## config.mk

```make
export PLATFORM = sky130hd
export DESIGN_NAME = sem_isqrt
export DESIGN_NICKNAME = d
export VERILOG_FILES = /design/src/hw/rtl/sem_pkg.sv /design/src/hw/rtl/sem_isqrt.sv
export SDC_FILE = /design/constraint.sdc
export NUM_CORES = 1
export LEC_CHECK = 0
export BUFFER_PORTS_ARGS = -buffer_cell sky130_fd_sc_hd__buf_2
export CORE_ASPECT_RATIO = 1.2
export CORE_MARGIN = 2
export CORE_UTILIZATION = 35
export DETAILED_ROUTE_END_ITERATION = 16
export PLACE_DENSITY = 0.53
export RECOVER_POWER = 100
export SKIP_CTS_REPAIR_TIMING = 1
export SLEW_MARGIN = 20
export SYNTH_ARGS = -nofsm -noshare
export SYNTH_HDL_FRONTEND = slang
export SYNTH_SLANG_ARGS = --single-unit
export TNS_END_PERCENT = 50
```

## constraint.sdc

```tcl
create_clock -name i_clk -period 3.2 [get_ports i_clk]
set_input_delay 0.16 -clock i_clk [delete_from_list [all_inputs] [get_ports i_clk]]
set_output_delay 0.16 -clock i_clk [all_outputs]
set_load 0.02 [all_outputs]
```

## src/hw/rtl/sem_pkg.sv

```systemverilog
package sem_pkg;

    // Fixed field widths
    localparam int PIX_W  = 8;   // grey sample and magnitude
    localparam int CFG_W  = 12;  // frame size registers
    localparam int ROW_W  = 12;  // row counter
    localparam int GRAD_W = 11;  // signed Sobel gradient, |g| <= 1020
    localparam int SQ_W   = 20;  // g*g <= 1040400
    localparam int SUM_W  = SQ_W + 1;
    localparam int RAD_W  = 16;  // radicand below the saturation point
    localparam int ROOT_W = 8;
    localparam int REM_W  = ROOT_W + 3;
    localparam int NSTEP  = RAD_W / 2;

    // Frame size limits and reset values
    localparam logic [CFG_W-1:0] DIM_MIN      = 12'd3;
    localparam logic [CFG_W-1:0] HEIGHT_MAX   = 12'd4095;
    localparam logic [CFG_W-1:0] WIDTH_RESET  = 12'd640;
    localparam logic [CFG_W-1:0] HEIGHT_RESET = 12'd480;
    localparam int               INTERIOR_START = 2;

    typedef enum logic [0:0] {
        CFG_FRAME_WIDTH  = 1'b0,
        CFG_FRAME_HEIGHT = 1'b1
    } t_cfg_reg;

    // Sideband that rides along the square-root pipeline
    typedef struct packed {
        logic sat;
        logic last;
    } t_sqrt_tag;

endpackage

```

## src/hw/rtl/sem_isqrt.sv

```systemverilog
// Pipelined floored square root, one root bit per stage (restoring method).
module sem_isqrt (
    input  logic                          i_clk,
    input  logic                          i_rst_n,
    input  logic                          i_valid,
    output logic                          o_ready,
    input  logic [sem_pkg::RAD_W-1:0]     i_rad,
    input  sem_pkg::t_sqrt_tag            i_tag,
    output logic                          o_valid,
    input  logic                          i_ready,
    output logic [sem_pkg::ROOT_W-1:0]    o_root,
    output sem_pkg::t_sqrt_tag            o_tag
);

    localparam int NSTEP  = sem_pkg::NSTEP;
    localparam int RAD_W  = sem_pkg::RAD_W;
    localparam int ROOT_W = sem_pkg::ROOT_W;
    localparam int REM_W  = sem_pkg::REM_W;

    logic [NSTEP:0]      r_valid;
    logic [NSTEP+1:0]    w_ready;
    logic [RAD_W-1:0]    r_rad  [NSTEP+1];
    logic [REM_W-1:0]    r_rem  [NSTEP+1];
    logic [ROOT_W-1:0]   r_root [NSTEP+1];
    sem_pkg::t_sqrt_tag  r_tag  [NSTEP+1];

    assign w_ready[NSTEP+1] = i_ready;
    assign o_ready          = w_ready[0];

    // Input stage: hold the radicand, clear remainder and root
    assign w_ready[0] = !r_valid[0] || w_ready[1];

    always_ff @(posedge i_clk) begin
        if (!i_rst_n) begin
            r_valid[0] <= 1'b0;
        end else if (w_ready[0]) begin
            r_valid[0] <= i_valid;
        end
    end

    always_ff @(posedge i_clk) begin
        if (w_ready[0] && i_valid) begin
            r_rad[0]  <= i_rad;
            r_rem[0]  <= '0;
            r_root[0] <= '0;
            r_tag[0]  <= i_tag;
        end
    end

    for (genvar k = 1; k <= NSTEP; k++) begin : g_step
        logic [REM_W-1:0]  rem_sh;
        logic [REM_W-1:0]  trial;
        logic [REM_W-1:0]  n_rem;
        logic [ROOT_W-1:0] n_root;

        assign w_ready[k] = !r_valid[k] || w_ready[k+1];

        always_comb begin
            rem_sh = {r_rem[k-1][REM_W-3:0], r_rad[k-1][RAD_W-1 -: 2]};
            trial  = {{(REM_W-ROOT_W-2){1'b0}}, r_root[k-1], 2'b01};
            if (rem_sh >= trial) begin
                n_rem  = rem_sh - trial;
                n_root = {r_root[k-1][ROOT_W-2:0], 1'b1};
            end else begin
                n_rem  = rem_sh;
                n_root = {r_root[k-1][ROOT_W-2:0], 1'b0};
            end
        end

        always_ff @(posedge i_clk) begin
            if (!i_rst_n) begin
                r_valid[k] <= 1'b0;
            end else if (w_ready[k]) begin
                r_valid[k] <= r_valid[k-1];
            end
        end

        always_ff @(posedge i_clk) begin
            if (w_ready[k] && r_valid[k-1]) begin
                r_rad[k]  <= {r_rad[k-1][RAD_W-3:0], 2'b00};
                r_rem[k]  <= n_rem;
                r_root[k] <= n_root;
                r_tag[k]  <= r_tag[k-1];
            end
        end
    end

    assign o_valid = r_valid[NSTEP];
    assign o_root  = r_tag[NSTEP].sat ? '1 : r_root[NSTEP];
    assign o_tag   = r_tag[NSTEP];

endmodule

```

==> metrics.txt <==
result of the run finished, violations left; violated checks capacitance limit, slew limit; CTS clk-pin slew, worst paths 0.07 ns; fraction of registers with async set/reset 0; Mapped Cells 575; top cells by count, synth 183 x edfxtp_1, 54 x inv_1, 41 x ha_1; CP endpoint kind flip-flop; vias about 4400; Startpoint Class flip-flop; min cycle time layout 2.536 ns; row cnt 61; static leakage power 3.444 nW; slack of the critical path 0.6641 ns; peak supply drop 381.9 uV; period utilization 0.7925; Max clock buf depth 2; critical path class flip-flop to flip-flop; drt pass-1 iters 4; required time of the critical path 3.36 ns; Placer Congestion 0.8453; RSZ-0062 raised after global routing no; critical path arrival 2.70 ns; dpl cell area 8773 um^2; I/O pins 34; Post-DRT Antenna Nets 0; placed cells about 920; CTS root buffer clkbuf_16; ANT cells 0; pwr dens 526.3 nW/um^2; Post-DP HPWL 8.767 mm; Synth cell types 58; Worst Path Max Fanout 14; final cell count without fillers 971; Final setup viols 0; Worst path slowest cell or4_1; die area 24650 um^2; most frequent cell after synthesis edfxtp_1; cell chain of the critical path ha_1 > o21a_1 > or4_1 > a2111oi_0 > buf_4 > a211oi_1 > xor2_1; max incr delay on CP 0.46 ns; TNS Setup 0 ns; post-synth top area cell edfxtp_1; met1 Usage GRT 0.1047; wire per inst 12.39 um; Layout Utilization 0.4109; number of synthesized register bits 192; Skew-Pair Late Insertion Delay roughly 0.43 ns; met2 Usage GRT 0.2043; total global-route track usage 0.1071; Initial DRC Count 153; Post-synth EDFFs ~180; # nets final 706; fin. max-slew vios 21; pre-CTS setup slack around 0.83 ns; Switching Share 0.1985; die height approximately 170 um; clk_skew 0.01223 ns; antenna violations before repair 0; global route total overflow 0; Mapped Area 8190 um^2; Main synth FF type edfxtp_1; Pint 0.003995 W; worst hold path class input port to flip-flop; Worst Tran Pin Value 1.763 ns; Syn Nets 638; sequential area share after synthesis 0.6929; share of the synthesized area in the top cell type 0.6709; overall routed net length 12.03 mm; first-pass GRT wire length just over 20 mm; share of cells above drive strength 1 0.1113; synthesized area per cell around 14 um^2; Warnings, synthesis 0; Starting Density 0.3553; number of remaining DRC errors 0; clock sinks 192; Reg power frac 0.559; met3 usage 0.02895; maxcap violations 1; gr busiest metal met2; chip width 143.6 um; vias in the first global route 4616; P&R area growth vs syn 15.63%; CTS tree yes; switching power just under 0.001 W; Placeable Area 23050 um^2; Vias per Instance ~4.6; H-tree depth 4; largest net degree at the start of global routing 26; cell area after layout 9470 um^2; Inserted Clock Buffers 17; ranking of synthesized cells by area edfxtp_1 67%, ha_1 6.3%, inv_1 2.5%, dfxtp_1 2.2%, a21oi_1 1.6%; final hold vios 0; clock network power share 0.420; Peak Freq 394.3 MHz; port buffer count 33; Comb pwr share 0.021; Slew HR -0.1776
## layer usage
| metal | vias up | routed length [um] |
|---|---|---|
| li1 | 2249 | - |
| met5 | - | 0 |
| met1 | 2093 | 4644 |
| met3 | 27 | 323 |
| met4 | 0 | 322 |
| met2 | 71 | 6743 |
## cell families after synthesis
family | count (synthesis) | share of synthesized area
adder cells (fa/ha/maj) | 41 | 0.06263
other | 1 | 0.0004579
flip-flops | 192 | 0.6929
AO/OA/AOI/OAI | 112 | 0.08846
buffers and inverters | 63 | 0.03147
XOR/XNOR | 24 | 0.02658
multiplexers | 6 | 0.007791
AND/OR/NAND/NOR | 136 | 0.08967
## cells in the final DEF (no fill, tap or decap), types with 3 or more instances in the layout
master	instances
o21a_1	12
o211ai_1	4
nor2b_1	13
o31ai_1	5
or3_1	3
dfxtp_1	9
inv_1	54
a211oi_1	7
nor4_1	5
nand2_1	27
nand3_1	5
a21oi_1	27
o21ai_0	33
nand2b_1	12
mux2i_1	3
inv_6	4
edfxtp_1	183
buf_2	21
or2_2	9
clkbuf_1	19
a21boi_0	4
dlygate4sd3_1	18
nor2_1	30
xnor2_1	12
and3_1	3
nor3_1	7
clkbuf_16	17
xor2_1	11
a21boi_2	3
ha_1	41
or4_1	5
## worst max-delay path, delay by kind of cell (launching register included)
kind	cells	cell delay [ns]
buffers and inverters	1	0.27
and+or+nand+nor	1	0.46
xor gates and xnor gates	1	0.14
DFF	1	0.40
AOI/OAI and AO/OA	3	0.63
adders and majority gates	1	0.37
## power by group through the flow
stage          Clock (W)  Sequential, W  Combinational [W]
2_1_floorplan          0        0.00284          0.0000590
3_3_place_gp           0        0.00284          0.0000859
3_5_place_dp           0        0.00284          0.0000890
4_1_cts          0.00217        0.00279          0.0000892
5_1_grt          0.00225        0.00279           0.000116
6_report         0.00209        0.00279           0.000102
## layout make-up
class	count	area (um^2)
Multi-Input combinational cell	320	2247
Tap cell	315	394.1
Clock inverter	13	153.9
Timing Repair Buffer	58	364.1
Fill cell	2141	13580
Sequential cell	192	5675
Clock buffer	19	432.9
Inverter	54	202.7
## state kept, by name, summed over array words and instances, names as in the netlist
register and flops:
r_tag 18, o_valid 1, r_rem 57, r_rad 72, r_root 36, r_valid 8
## through the flow
step / power [W] / hold WS, ns
2_1_floorplan: 0.002899 / 0.2589
3_3_place_gp: 0.002927 / 0.3364
3_5_place_dp: 0.002932 / 0.3381
4_1_cts: 0.005042 / -0.1202
5_1_grt: 0.005159 / 0.02068
6_report: 0.004984 / 0.02324
## final timing paths
path / start / end / slack [ns] / cells past startpoint
min reg2reg: r_rad[0][108]$_DFFE_PP_ / r_rad[0][126]$_DFFE_PP_ / 0.41 / 0
max: r_rem[0][44]$_DFFE_PP_ / r_rem[0][63]$_DFFE_PP_ / 0.66 / 7
max reg2reg: r_rem[0][44]$_DFFE_PP_ / r_rem[0][63]$_DFFE_PP_ / 0.66 / 7
min: i_valid / r_valid[0]$_SDFFE_PN0P_ / 0.02 / 3
Power figures use the tool's default switching activity.
